`config.mk`:
```
export PLATFORM = sky130hd
export DESIGN_NAME = int32_to_float32_converter
export DESIGN_NICKNAME = d
export VERILOG_FILES = /design/src/sv/i2f_pkg.sv /design/src/sv/i2f_front.sv /design/src/sv/i2f_queue.sv /design/src/sv/i2f_back.sv /design/src/sv/int32_to_float32_converter.sv
export SDC_FILE = /design/constraint.sdc
export NUM_CORES = 1
export LEC_CHECK = 0
export BUFFER_PORTS_ARGS = -buffer_cell sky130_fd_sc_hd__buf_2
export CORE_MARGIN = 3
export CORE_UTILIZATION = 61
export DETAILED_ROUTE_END_ITERATION = 8
export PLACE_DENSITY = 0.82
export SYNTH_ARGS = -nofsm -noshare
export SYNTH_HDL_FRONTEND = slang
export SYNTH_SLANG_ARGS = --single-unit
```
`constraint.sdc`:
```
create_clock -name i_clk -period 12.7 [get_ports i_clk]
set_clock_uncertainty 0.2 [all_clocks]
set_input_delay 1.27 -clock i_clk [delete_from_list [all_inputs] [get_ports i_clk]]
set_output_delay 1.27 -clock i_clk [all_outputs]
set_load 0.1 [all_outputs]
```
`src/sv/i2f_pkg.sv`:
```
`default_nettype none

package i2f_pkg;

    localparam int INT_W       = 32;
    localparam int FLOAT_W     = 32;
    localparam int FRAC_BITS   = 23;
    localparam int EXP_W       = 8;
    localparam int POS_W       = 5;
    localparam int QUEUE_DEPTH = 4;

    localparam logic [EXP_W-1:0] EXP_BIAS = 8'h7f;

    // Word handed from the classify stage to the rounding stage
    typedef struct packed {
        logic             sign;
        logic             zero;
        logic [POS_W-1:0] lead_pos;
        logic [INT_W-1:0] mag;
    } t_entry;

endpackage

`default_nettype wire

```
`src/sv/i2f_front.sv`:
```
`default_nettype none

module i2f_front (
    input  wire logic                      i_clk,
    input  wire logic                      i_rst_n,
    input  wire logic                      i_push,
    output logic                           o_full,
    input  wire logic [i2f_pkg::INT_W-1:0] i_int_value,
    output logic                           o_valid,
    output i2f_pkg::t_entry                o_entry,
    input  wire logic                      i_ready
);
    import i2f_pkg::*;

    logic             r_valid;
    logic             n_valid;
    t_entry           r_entry;
    t_entry           n_entry;
    logic             take;
    logic [INT_W-1:0] mag;
    logic [15:0]      win16;
    logic [7:0]       win8;
    logic [3:0]       win4;
    logic [1:0]       win2;
    logic [POS_W-1:0] pos;

    assign o_full  = r_valid && !i_ready;
    assign take    = i_push && !o_full;
    assign o_valid = r_valid;
    assign o_entry = r_entry;

    // Magnitude, then a five-level halving search for the leading one
    always_comb begin
        mag    = i_int_value[INT_W-1] ? (INT_W'(0) - i_int_value) : i_int_value;
        pos[4] = |mag[31:16];
        win16  = pos[4] ? mag[31:16] : mag[15:0];
        pos[3] = |win16[15:8];
        win8   = pos[3] ? win16[15:8] : win16[7:0];
        pos[2] = |win8[7:4];
        win4   = pos[2] ? win8[7:4] : win8[3:0];
        pos[1] = |win4[3:2];
        win2   = pos[1] ? win4[3:2] : win4[1:0];
        pos[0] = win2[1];

        n_entry.sign     = i_int_value[INT_W-1];
        n_entry.zero     = (mag == '0);
        n_entry.lead_pos = pos;
        n_entry.mag      = mag;
    end

    always_comb begin
        if (take) begin
            n_valid = 1'b1;
        end else if (i_ready) begin
            n_valid = 1'b0;
        end else begin
            n_valid = r_valid;
        end
    end

    always_ff @(posedge i_clk) begin
        if (!i_rst_n) begin
            r_valid <= 1'b0;
        end else begin
            r_valid <= n_valid;
        end
    end

    always_ff @(posedge i_clk) begin
        if (take) begin
            r_entry <= n_entry;
        end
    end

endmodule

`default_nettype wire

```
`src/sv/i2f_queue.sv`:
```
`default_nettype none

module i2f_queue #(
    parameter int DEPTH = i2f_pkg::QUEUE_DEPTH
) (
    input  wire logic      i_clk,
    input  wire logic      i_rst_n,
    input  wire logic      i_push,
    input  i2f_pkg::t_entry i_entry,
    output logic           o_full,
    input  wire logic      i_pop,
    output logic           o_valid,
    output i2f_pkg::t_entry o_entry
);
    import i2f_pkg::*;

    localparam int PTR_W = (DEPTH > 1) ? $clog2(DEPTH) : 1;
    localparam int CNT_W = $clog2(DEPTH + 1);
    localparam logic [PTR_W-1:0] LAST = PTR_W'(DEPTH - 1);

    t_entry           r_mem [DEPTH];
    logic [PTR_W-1:0] r_wr_ptr;
    logic [PTR_W-1:0] r_rd_ptr;
    logic [CNT_W-1:0] r_count;
    logic [PTR_W-1:0] n_wr_ptr;
    logic [PTR_W-1:0] n_rd_ptr;
    logic [CNT_W-1:0] n_count;
    logic             do_push;
    logic             do_pop;

    assign o_full  = (r_count == CNT_W'(DEPTH));
    assign o_valid = (r_count != '0);
    assign o_entry = r_mem[r_rd_ptr];
    assign do_push = i_push && !o_full;
    assign do_pop  = i_pop && o_valid;

    always_comb begin
        n_wr_ptr = r_wr_ptr;
        n_rd_ptr = r_rd_ptr;
        n_count  = r_count;
        if (do_push) begin
            n_wr_ptr = (r_wr_ptr == LAST) ? '0 : r_wr_ptr + 1'b1;
        end
        if (do_pop) begin
            n_rd_ptr = (r_rd_ptr == LAST) ? '0 : r_rd_ptr + 1'b1;
        end
        if (do_push && !do_pop) begin
            n_count = r_count + 1'b1;
        end else if (do_pop && !do_push) begin
            n_count = r_count - 1'b1;
        end
    end

    always_ff @(posedge i_clk) begin
        if (!i_rst_n) begin
            r_wr_ptr <= '0;
            r_rd_ptr <= '0;
            r_count  <= '0;
        end else begin
            r_wr_ptr <= n_wr_ptr;
            r_rd_ptr <= n_rd_ptr;
            r_count  <= n_count;
        end
    end

    always_ff @(posedge i_clk) begin
        if (do_push) begin
            r_mem[r_wr_ptr] <= i_entry;
        end
    end

`ifndef NO_ASSERTIONS
    a_no_overflow: assert property (@(posedge i_clk) disable iff (!i_rst_n)
        r_count <= CNT_W'(DEPTH))
        else $error("queue count beyond depth");

    a_count_track: assert property (@(posedge i_clk) disable iff (!i_rst_n)
        (do_push && !do_pop) |=> (r_count == $past(r_count) + 1'b1))
        else $error("queue count missed a push");

    a_ptr_gap: assert property (@(posedge i_clk) disable iff (!i_rst_n)
        (r_count == '0) |-> (r_wr_ptr == r_rd_ptr))
        else $error("empty queue with pointers apart");
`endif

endmodule

`default_nettype wire

```
`src/sv/i2f_back.sv`:
```
`default_nettype none

module i2f_back (
    input  wire logic                        i_clk,
    input  wire logic                        i_rst_n,
    input  wire logic                        i_valid,
    input  i2f_pkg::t_entry                  i_entry,
    output logic                             o_take,
    output logic                             o_empty,
    input  wire logic                        i_pop,
    output logic [i2f_pkg::FLOAT_W-1:0]      o_float_word
);
    import i2f_pkg::*;

    logic               r_valid;
    logic               n_valid;
    logic [FLOAT_W-1:0] r_word;
    logic [FLOAT_W-1:0] n_word;
    logic [INT_W-1:0]   norm;
    logic [FRAC_BITS:0] kept;
    logic               guard;
    logic               sticky;
    logic               round_up;
    logic [FRAC_BITS+1:0] sum;
    logic [EXP_W-1:0]   exp_f;
    logic [FRAC_BITS-1:0] frac;

    assign o_empty      = !r_valid;
    assign o_float_word = r_word;
    assign o_take       = i_valid && (!r_valid || i_pop);

    // Leading one to bit 31, round to nearest even on the low eight bits
    always_comb begin
        norm     = i_entry.mag << (~i_entry.lead_pos);
        kept     = norm[INT_W-1 -: FRAC_BITS+1];
        guard    = norm[7];
        sticky   = |norm[6:0];
        round_up = guard && (sticky || kept[0]);
        sum      = {1'b0, kept} + (FRAC_BITS+2)'(round_up);
        exp_f    = EXP_W'(i_entry.lead_pos) + EXP_BIAS + EXP_W'(sum[FRAC_BITS+1]);
        frac     = sum[FRAC_BITS+1] ? '0 : sum[FRAC_BITS-1:0];
        if (i_entry.zero) begin
            n_word = '0;
        end else begin
            n_word = {i_entry.sign, exp_f, frac};
        end
    end

    always_comb begin
        if (o_take) begin
            n_valid = 1'b1;
        end else if (i_pop) begin
            n_valid = 1'b0;
        end else begin
            n_valid = r_valid;
        end
    end

    always_ff @(posedge i_clk) begin
        if (!i_rst_n) begin
            r_valid <= 1'b0;
        end else begin
            r_valid <= n_valid;
        end
    end

    always_ff @(posedge i_clk) begin
        if (o_take) begin
            r_word <= n_word;
        end
    end

endmodule

`default_nettype wire

```
`src/sv/int32_to_float32_converter.sv`:
```
`default_nettype none

// Channel   Direction  Handshake           Word
// input     in         push / full         i_int_value  (signed 32-bit integer)
// result    out        empty / pop         o_float_word (IEEE 754 single bits)
//
// One word enters per cycle and one result leaves per cycle when pop keeps up.
// An accepted word reaches the result ports by way of the classify register,
// the queue and the rounding output register, in that order.
// Reset (synchronous, active low) clears all valid state and the queue pointers.
// A stalled result holds in the output register; that register, the QUEUE_DEPTH
// queue slots and the classify register take QUEUE_DEPTH + 2 words before full rises.

module int32_to_float32_converter #(
    parameter int QUEUE_DEPTH = i2f_pkg::QUEUE_DEPTH
) (
    input  wire logic                        i_clk,
    input  wire logic                        i_rst_n,
    input  wire logic                        push,
    output logic                             full,
    input  wire logic [i2f_pkg::INT_W-1:0]   i_int_value,
    output logic                             empty,
    input  wire logic                        pop,
    output logic [i2f_pkg::FLOAT_W-1:0]      o_float_word
);
    import i2f_pkg::*;

    // Classify stage to queue
    logic   front_valid;
    t_entry front_entry;
    logic   queue_full;

    // Queue to rounding stage
    logic   queue_valid;
    t_entry queue_entry;
    logic   back_take;

    // Take the integer, form sign and magnitude, find the leading one
    i2f_front u_front (
        .i_clk       (i_clk),
        .i_rst_n     (i_rst_n),
        .i_push      (push),
        .o_full      (full),
        .i_int_value (i_int_value),
        .o_valid     (front_valid),
        .o_entry     (front_entry),
        .i_ready     (!queue_full)
    );

    // Decouple classify from rounding so each side can stall alone
    i2f_queue #(
        .DEPTH (QUEUE_DEPTH)
    ) u_queue (
        .i_clk   (i_clk),
        .i_rst_n (i_rst_n),
        .i_push  (front_valid),
        .i_entry (front_entry),
        .o_full  (queue_full),
        .i_pop   (back_take),
        .o_valid (queue_valid),
        .o_entry (queue_entry)
    );

    // Normalize, round to nearest even, pack and hold the word until popped
    i2f_back u_back (
        .i_clk        (i_clk),
        .i_rst_n      (i_rst_n),
        .i_valid      (queue_valid),
        .i_entry      (queue_entry),
        .o_take       (back_take),
        .o_empty      (empty),
        .i_pop        (pop),
        .o_float_word (o_float_word)
    );

endmodule

`default_nettype wire

```
==> run_results.csv, run 1 <==
group,metric,value,unit
setup_path,start_kind,"register",
die,dieWidth,149.0,um
grt,grt_max_degree,49,
cells_and_area,layout.cells.non_filler,1259,
clock_network,post_cts_resized,0,
cells_and_area,fillers,1349,
setup_path,worstPathArrival,5.92,ns
setup_path,required,12.77,ns
flow_run,cap_violations,0,
clock_network,cts_tree,"yes",
clock_network,post-cts-setup-buffers,0,
cells_and_area,antenna_cells,0,
cells_and_area,stdcell_area,13630,um^2
detailed_routing,finalWirelength,28.18,mm
logic_synthesis,yosysWarningCount,0,
logic_synthesis,ys_types,78,
logic_synthesis,postSynthCellCount,930,
power,p_leak,4.646,nW
clock_network,h-tree-depth,1,
detailed_routing,vias_per_cell,6.543,
logic_synthesis,syn-num-nets,977,
detailed_routing,vias,8238,
detailed_routing,postRouteAntennaNets,0,
sta,fin_crit,5.853,ns
cells_and_area,drive_gt1_share,21.43,%
cells_and_area,final-seq-area,7039,um^2
sta,report.final.slew_viol_count,0,
die,dieHeight,149.0,um
placed_design,dpl_cell_area,12910,um^2
detailed_routing,drt_drc_violations_left,0,
logic_synthesis,synth_commonest_cells,"edfxtp_1, nand2_1, nor2_1, mux2i_1, mux4_2",
cells_and_area,utilization,68.90,%
setup_path,path_cells,"buf_4, mux4_2, mux2_2, o22ai_1, o31ai_1, nor3b_1, ha_1, o211ai_1, nor4_2, nand4_2, nand4bb_4, ha_1, ha_1, nand2_1, xnor2_1, nor2_1",
placed_design,placed_cells,1216,
setup_path,slowest_delay,1.10,ns
logic_synthesis,avgSynthCellArea,13.41,um^2
detailed_routing,drt-pass1-iter-count,5,
sta,rsz0062_at_grt,"no",
setup_path,crit_path_frequent_cell,"ha_1",
cells_and_area,multi_input_area,5077,um^2
grt,grt_first_pass_wirelength,44.24,mm
worst_hold_path,hp-class,"reg -> reg",
logic_synthesis,synth_edf_count,227,
setup_path,critPathMaxFanout,43,
detailed_routing,drt_iter0_drc,807,
sta,max_slew.worst_pin.slew,1.184,ns
die,io_pins,70,
logic_synthesis,synth_ff_type,"edfxtp_1",
setup_path,slowest_stage,"mux4_2",
grt,grt.overflow.total,0,
sta,setup-violations-final,0,
logic_synthesis,ys_top_cells_by_area,"edfxtp_1, mux4_2, mux2i_1",
setup_path,crit_path_end_kind,"register",
die,initial_utilization,63.02,%
grt,grt_pass1_vias,7937,
die,die_area,22190,um^2
clock_network,cts_buffers,24,
die,coreArea,19780,um^2
power,powerDensity,276.7,nW/um^2
logic_synthesis,syn_area,12470,um^2
cells_and_area,fin_nets,1024,
placed_design,dp_hpwl,18.71,mm
setup_path,path_buf_inv,1,
clock_network,cts.sinks,238,
logic_synthesis,seq_area_frac_synth,56.44,%
clock_network,cts.path.max_buffers,3,
detailed_routing,wire_per_inst,22.38,um
cells_and_area,syn_to_final_growth,9.323,%
grt,track_usage,25.47,%
grt,antenna_found_initial,0,
logic_synthesis,synth_top_area_share,54.68,%
run_status,status,"finished clean",
logic_synthesis,yosysMostFrequentCell,"edfxtp_1",
placed_design,routabilityCongestion,1.028,
clock_network,hold_buffers,0,
clock_network,insertion_delay,0.52,ns
logic_synthesis,postSynth.asyncResetShare,0,%
power,ir_drop,152.7,uV
sta,finalCritPeriodShare,46.08,%
power,total_power,3.771,mW
clock_network,cts-root-buf,"clkbuf_16",
logic_synthesis,ys_ff_latch,238,
clock_network,clkTransAtPathRegs,0.06,ns
sta,slew_headroom,20.90,%
sta,setup_tns,0,ns
setup_path,crit_type,"reg -> reg",
sta,finalHoldViolCount,0,
die,num_rows,51,
placed_design,numPortBuffers,69,
setup_path,critPathTopFamily,"simple AND/OR/NAND/NOR gates",
sta,max_clock_freq,170.9,MHz
logic_synthesis,synth_top_area_cell,"edfxtp_1",
[layout make-up]
class | count | share of cell area [%]
multi-input cells | 617 | 37.25
repair buffers | 73 | 2.754
clock buffers | 28 | 4.673
flip-flops and latches | 238 | 51.65
inverters | 23 | 0.6334
clock inverters | 15 | 0.6059
well taps | 265 | 2.433
[metrics by stage]
step,hold WS [ns],setup slack (ns)
after floorplan,0.2587,8.132
after global placement,0.2732,6.985
after detailed placement,0.2946,6.854
after CTS,0.2813,6.892
after global routing,0.3205,6.363
final,0.2796,6.847
[logic make-up (layout without fill, tap and decap cells)]
family,Yosys count,count (layout),synth area share (%)
DFF,238,238,56.44
muxes,127,127,15.49
AOI/OAI and AO/OA,161,161,8.882
adders and majority gates,11,11,1.164
xor gates and xnor gates,54,54,3.794
buffers and inverters,75,139,3.051
and+or+nand+nor,264,264,11.18
[registers in the layout, summed over array words and instances, names as in the netlist, named ones only]
signal,cells
u_back.o_float_word,32
u_back.r_valid,1
u_front.o_entry,39
u_front.o_valid,1
u_queue.r_count,3
u_queue.r_mem,156
u_queue.r_rd_ptr,2
u_queue.r_wr_ptr,2
[routing by layer]
metal,wire length (um),track usage (%),vias to the layer above
met3,1861,3.312,71
met1,11280,34.47,4040
met4,799,7.963,0
li1,-,-,3745
met5,0,0,-
met2,14240,43.52,382
[path summary, 6_finish.rpt]
| kind | start | endpoint | slack (ns) | depth (start not counted) |
|---|---|---|---|---|
| hold reg to reg | u_front.o_entry[15] | u_queue.r_mem[3][15] | 0.28 | 0 |
| hold / removal | u_front.o_entry[15] | u_queue.r_mem[3][15] | 0.28 | 0 |
| setup / recovery | register | u_back.o_float_word[27] | 6.85 | 16 |
| setup reg to reg | register | u_back.o_float_word[27] | 6.85 | 16 |
[placed cells by master (no fill, tap or decap), drive strengths merged, types with 10 or more instances in the layout]
| cell type | netlist | layout |
|---|---|---|
| ha | 10 | 10 |
| clkinv | 1 | 13 |
| o22ai | 22 | 22 |
| nand2 | 63 | 63 |
| a21oi | 23 | 23 |
| nand4 | 11 | 11 |
| and2 | 10 | 10 |
| dfxtp | 11 | 11 |
| nand2b | 12 | 12 |
| nor4 | 11 | 11 |
| o31ai | 19 | 19 |
| xor2 | 16 | 16 |
| inv | 22 | 23 |
| mux2i | 50 | 50 |
| xnor2 | 38 | 38 |
| buf | 35 | 73 |
| nor2 | 59 | 59 |
| edfxtp | 227 | 227 |
| o21ai | 31 | 31 |
| clkbuf | 17 | 28 |
| nor2b | 15 | 15 |
| mux4 | 50 | 50 |
| nor3 | 31 | 31 |
| mux2 | 27 | 27 |
| nand3 | 13 | 13 |
[power breakdown]
| part | internal (mW) | switching [mW] | leakage, nW |
|---|---|---|---|
| sequential | 1.02 | 0.0408 | 2.19 |
| clock | 0.360 | 0.282 | 0.354 |
| combinational | 0.681 | 1.39 | 2.10 |
(Power assumes the default switching activity.)
==> inputs of run 2 (changes only) <==
Settings changed: CORE_UTILIZATION 61 to 56, PLACE_DENSITY 0.82 to 0.79.
Clock period 12.7 ns to 4.8 ns, I/O delays scaled along.
==> run 2 against run 1 <==
Maximum frequency rose by 29%. Worst setup slack worse by 6.6 ns. Combinational power grew to 2.7 times the previous value. Clock power increased to 2.8 times the previous value. Flip-flop and latch count stayed put. Global-route usage decreased by 1.5 points. Sequential power grew to 2.7 times the previous value. Worst hold slack got worse by 0.21 ns. Power rose to 2.7 times the previous value. Critical path depth stayed put. Final cell count up 3.2%. Register-to-register slack got worse by 6.6 ns. Critical endpoint unchanged. Largest cell class unchanged. Highest routed layer unchanged.
==> run_results.csv, run 2 (synthesized netlist as in run 1, its figures left out) <==
group,metric,value,unit
clock_network,cts-root-buf,"clkbuf_16",
grt,grt.met3_usage,3.338,%
grt,track_usage,23.99,%
grt,grt_first_pass_wirelength,45.86,mm
clock_network,clkTransAtPathRegs,0.06,ns
setup_path,crit_path_end_kind,"register",
grt,grt_pass1_vias,8080,
placed_design,dp_hpwl,20.13,mm
worst_hold_path,hp-class,"in -> reg",
cells_and_area,utilization,65.03,%
setup_path,start_kind,"register",
detailed_routing,drt-pass1-iter-count,6,
cells_and_area,mostFrequentLayoutCells,"edfxtp_1, buf_2, nand2_1, nor2_1, mux4_2",
sta,fin_crit,4.548,ns
clock_network,insertion_delay,0.51,ns
detailed_routing,drt_drc_violations_left,0,
clock_network,cts.path.max_buffers,3,
grt,grt_max_degree,44,
cells_and_area,drive_gt1_share,23.93,%
power,p_leak,4.823,nW
die,io_pins,70,
clock_network,cts_tree,"yes",
setup_path,required,4.85,ns
flow_run,cap_violations,0,
detailed_routing,postRouteAntennaNets,0,
grt,grt-busiest-layer,"met2",
die,dieWidth,155.2,um
cells_and_area,stdcell_area,13930,um^2
sta,max_slew.worst_pin.slew,1.251,ns
detailed_routing,wire_per_inst,22.03,um
placed_design,routabilityCongestion,1.078,
sta,finalHoldViolCount,0,
run_status,status,"finished clean",
die,initial_utilization,58.20,%
clock_network,post_cts_resized,0,
die,coreArea,21420,um^2
sta,slew_headroom,16.45,%
grt,gr-usage-met1,32.91,%
clock_network,cts.sinks,238,
clock_network,cts_buffers,23,
setup_path,critPathMaxFanout,43,
grt,use_met2,40.71,%
detailed_routing,vias_per_cell,6.358,
die,dieHeight,155.2,um
sta,report.final.slew_viol_count,0,
die,num_rows,53,
detailed_routing,drt_iter0_drc,795,
placed_design,dpl_cell_area,13180,um^2
cells_and_area,top_register,"u_queue.r_mem",
detailed_routing,vias,8259,
sta,setup_tns,0,ns
cells_and_area,layout_commonest_cell,"edfxtp_1",
cells_and_area,antenna_cells,0,
detailed_routing,finalWirelength,28.61,mm
cells_and_area,largest_reg_flops,156,
die,die_area,24090,um^2
grt,antenna_found_initial,0,
placed_design,numPortBuffers,69,
setup_path,worstPathArrival,4.60,ns
sta,max_clock_freq,219.9,MHz
sta,rsz0062_at_grt,"no",
setup_path,crit_type,"reg -> reg",
cells_and_area,syn_to_final_growth,11.73,%
sta,finalCritPeriodShare,94.76,%
power,ir_drop,389.7,uV
cells_and_area,fillers,1551,
clock_network,h-tree-depth,1,
power,powerDensity,738.8,nW/um^2
cells_and_area,fin_nets,1056,
sta,setup-violations-final,0,
grt,grt.overflow.total,0,
## run 2: cell types whose count changed in the layout (fill, tap and decap cells not counted), sizes merged
| cell | previous run | this run |
|---|---|---|
| buf | 73 | 105 |
| bufinv | 0 | 3 |
| clkbuf | 28 | 24 |
| clkinv | 13 | 12 |
| clkinvlp | 2 | 1 |
| dlygate4sd3 | 0 | 1 |
## run 2: layer usage
metal  routed length, um  share of wire, %
met5                   0                 0
met4                 821               2.9
met3                2069               7.2
met2               13940                49
met1               11790                41
## run 2: path summary, 6_finish.rpt
path	start	end	slack, ns	depth (start not counted)
setup / recovery	register	u_back.o_float_word[27]	0.25	16
hold / removal	i_int_value[0]	u_front.o_entry[0]	0.07	1
setup reg to reg	register	u_back.o_float_word[27]	0.25	16
hold reg to reg	u_front.o_entry[17]	u_queue.r_mem[0][17]	0.29	0
## run 2: through the flow
stage               worst slack, ns  total power, mW  hold slack [ns]  cells
CTS                          0.2624            10.26          0.05222   1299
floorplan                    0.3888            7.242           0.2587    930
global placement             0.2900            8.422           0.2726   1258
finish                       0.2517            10.29          0.06693   1299
detailed placement           0.3267            8.447           0.2869   1258
global route                0.02541            10.80          0.07817   1299
## run 2: power by group
part           switching, mW  internal (mW)
Combinational           3.73           1.95
Clock                  0.745           1.04
Sequential             0.130           2.70
Total                   4.60           5.69
## run 2: final cells by class
cell class                 instances  area, um^2  share of cell area [%]
sequential                       238        7039                   50.53
multi-input combinational        617        5077                   36.45
inverter                          23       86.33                  0.6198
clock buffer                      24       579.3                   4.159
tap                              275       344.1                   2.470
timing repair buffer             106       638.1                   4.581
clock inverter                    16       165.2                   1.186
## run 2: repair_timing
item	in CTS	in global routing
hold buffers	1	0
setup buffers	0	0
endpoints found under the hold margin	1	0
## run 2: worst max-delay path, cell delays in order, from the launching register on
cell	delay, ns
dfxtp_2	0.47
mux4_2	0.57
buf_12	0.21
mux2_2	0.28
o22ai_1	0.11
o31ai_1	0.41
nor3b_1	0.24
ha_1	0.21
o211ai_1	0.13
nor4_2	0.31
nand4_2	0.17
nand4bb_4	0.27
ha_1	0.22
ha_1	0.22
nand2_1	0.08
xnor2_1	0.12
nor2_1	0.05
==> inputs of run 3 (changes only) <==
Settings changed: BUFFER_PORTS_ARGS -buffer_cell sky130_fd_sc_hd__buf_2 to unset, CORE_UTILIZATION 56 to 58, CTS_CLUSTER_SIZE set to 8, DONT_BUFFER_PORTS set to 1, PLACE_DENSITY 0.79 to 0.78.
==> run 3 against run 2 <==
Critical endpoint unchanged. Clock power up 20%. Maximum frequency up 0.61%. Largest cell class unchanged. Critical path depth down 3. Final area down 0.71%.
==> run_results.csv, run 3 (synthesized netlist as in run 1, its figures left out) <==
group,metric,value,unit
cells_and_area,stdcell_area,13830,um^2
sta,slew_headroom,20.56,%
worst_hold_path,worstHoldStart,"pop",
detailed_routing,finalWirelength,29.76,mm
cells_and_area,top_register,"u_queue.r_mem",
flow_run,cap_violations,0,
cells_and_area,largest_reg_flops,156,
die,dieWidth,152.6,um
clock_network,cts_tree,"yes",
detailed_routing,vias,8096,
detailed_routing,drt-pass1-iter-count,5,
clock_network,h-tree-depth,2,
detailed_routing,postRouteAntennaNets,0,
setup_path,slowest_stage,"mux4_2",
placed_design,routabilityCongestion,0.9608,
setup_path,crit_type,"reg -> reg",
placed_design,numPortBuffers,0,
clock_network,post-cts-setup-buffers,0,
die,io_pins,70,
placed_design,placed_cells,1184,
sta,finalCritPeriodShare,94.18,%
grt,grt_max_degree,49,
cells_and_area,fin_nets,1000,
placed_design,dpl_worst_slack,0.2478,ns
placed_design,dpl_cell_area,12800,um^2
grt,grt_pass1_vias,8258,
detailed_routing,vias_per_cell,6.555,
die,die_area,23290,um^2
sta,max_slew.worst_pin.slew,1.192,ns
setup_path,slowest_delay,0.73,ns
clock_network,cts.path.max_buffers,3,
die,initial_utilization,59.12,%
power,powerDensity,763.2,nW/um^2
setup_path,required,4.85,ns
sta,fin_crit,4.521,ns
cells_and_area,fillers,1501,
setup_path,crit_path_end_kind,"register",
sta,final.setup.worst_slack,0.2794,ns
clock_network,cts-root-buf,"clkbuf_16",
clock_network,cts.sinks,238,
worst_hold_path,hp-class,"in -> reg",
setup_path,path_cells,"mux4_2, clkinv_1, mux4_2, mux2i_1, mux2i_1, a21o_1, or3b_1, nand4bb_4, ha_1, ha_1, nand2_1, xnor2_1, nor2_1",
grt,grt.overflow.total,0,
cells_and_area,layout.cells.non_filler,1235,
die,coreArea,21090,um^2
sta,finalHoldViolCount,0,
detailed_routing,drt_iter0_drc,680,
sta,setup-violations-final,0,
sta,setup_tns,0,ns
setup_path,critPathTopFamily,"multiplexers",
clock_network,clkTransAtPathRegs,0.05,ns
cells_and_area,layout_commonest_cell,"edfxtp_1",
grt,track_usage,25.51,%
setup_path,worstPathArrival,4.57,ns
placed_design,dp_hpwl,20.42,mm
cells_and_area,drive_gt1_share,18.13,%
cells_and_area,antenna_cells,0,
sta,rsz0062_at_grt,"no",
grt,antenna_found_initial,0,
setup_path,start_kind,"register",
die,num_rows,53,
die,dieHeight,152.6,um
run_status,status,"finished clean",
clock_network,insertion_delay,0.50,ns
power,p_leak,4.641,nW
cells_and_area,syn_to_final_growth,10.94,%
grt,grt_first_pass_wirelength,46.92,mm
sta,max_clock_freq,221.2,MHz
setup_path,critPathMaxFanout,17,
sta,report.final.slew_viol_count,0,
cells_and_area,utilization,65.59,%
detailed_routing,drt_drc_violations_left,0,
power,ir_drop,290.1,uV
setup_path,path_buf_inv,1,
detailed_routing,wire_per_inst,24.10,um
clock_network,cts_buffers,35,
cells_and_area,mostFrequentLayoutCells,"edfxtp_1, nand2_1, nor2_1, mux4_2, mux2i_1",
==> run 3: changes by cell type in the layout (fill, tap and decap cells not counted), sizes merged <==
cell | before | now
buf | 105 | 31
clkinv | 12 | 3
dlygate4sd3 | 1 | 7
clkbuf | 24 | 41
bufinv | 3 | 0
clkinvlp | 1 | 0
==> run 3: final timing paths <==
path	to	slack, ns	depth (start not counted)
setup / recovery	u_back.o_float_word[27]	0.28	13
hold / removal	u_back.r_valid	0.02	2
setup reg to reg	u_back.o_float_word[27]	0.28	13
hold reg to reg	u_queue.r_mem[3][37]	0.30	0
==> run 3: area by class of cell <==
| class | instances | area (um^2) | area share, % |
|---|---|---|---|
| clock buffers | 41 | 919.6 | 6.649 |
| clock inverters | 3 | 28.78 | 0.2081 |
| inverters | 23 | 86.33 | 0.6242 |
| multi-input cells | 617 | 5082 | 36.75 |
| flip-flops and latches | 238 | 7042 | 50.91 |
| well taps | 275 | 344.1 | 2.488 |
| repair buffers | 38 | 327.8 | 2.370 |
==> run 3: power breakdown <==
group          leakage [nW]  internal, mW  switching (mW)  total, mW
logic                  1.99          1.84            2.67       4.51
clock network         0.463          1.33           0.808       2.14
registers              2.19          2.73            1.17       3.90
==> run 3: layer usage <==
metal  track usage (%)  part of all wire (%)  up-vias
li1                  -                     -     3675
met1             33.44                    40     3962
met2             42.34                    49      378
met3             5.112                   6.4       81
met4             10.06                   3.8        0
met5                 0                     0        -
==> run 3: timing repair <==
item	CTS	global route
gates resized for setup	0	2
hold buffers	6	1
hold endpoints to repair	15	1
endpoints found under the setup margin	0	3
==> run 3: worst reg2reg max path: stages, from the launching register on <==
cell and delay (ns):
dfxtp_4 0.45, mux4_2 0.73, clkinv_1 0.27, mux4_2 0.55, mux2i_1 0.25, mux2i_1 0.18, a21o_1 0.21, or3b_1 0.43
nand4bb_4 0.28, ha_1 0.24, ha_1 0.23, nand2_1 0.09, xnor2_1 0.11, nor2_1 0.05
==> run 3: metrics by stage <==
stage	hold slack, ns	power (mW)
finish	0.01540	10.56
global route	0.007085	11.05
global placement	0.2739	8.303
CTS	0.0008217	10.51
floorplan	0.2587	7.242
detailed placement	0.2873	8.320
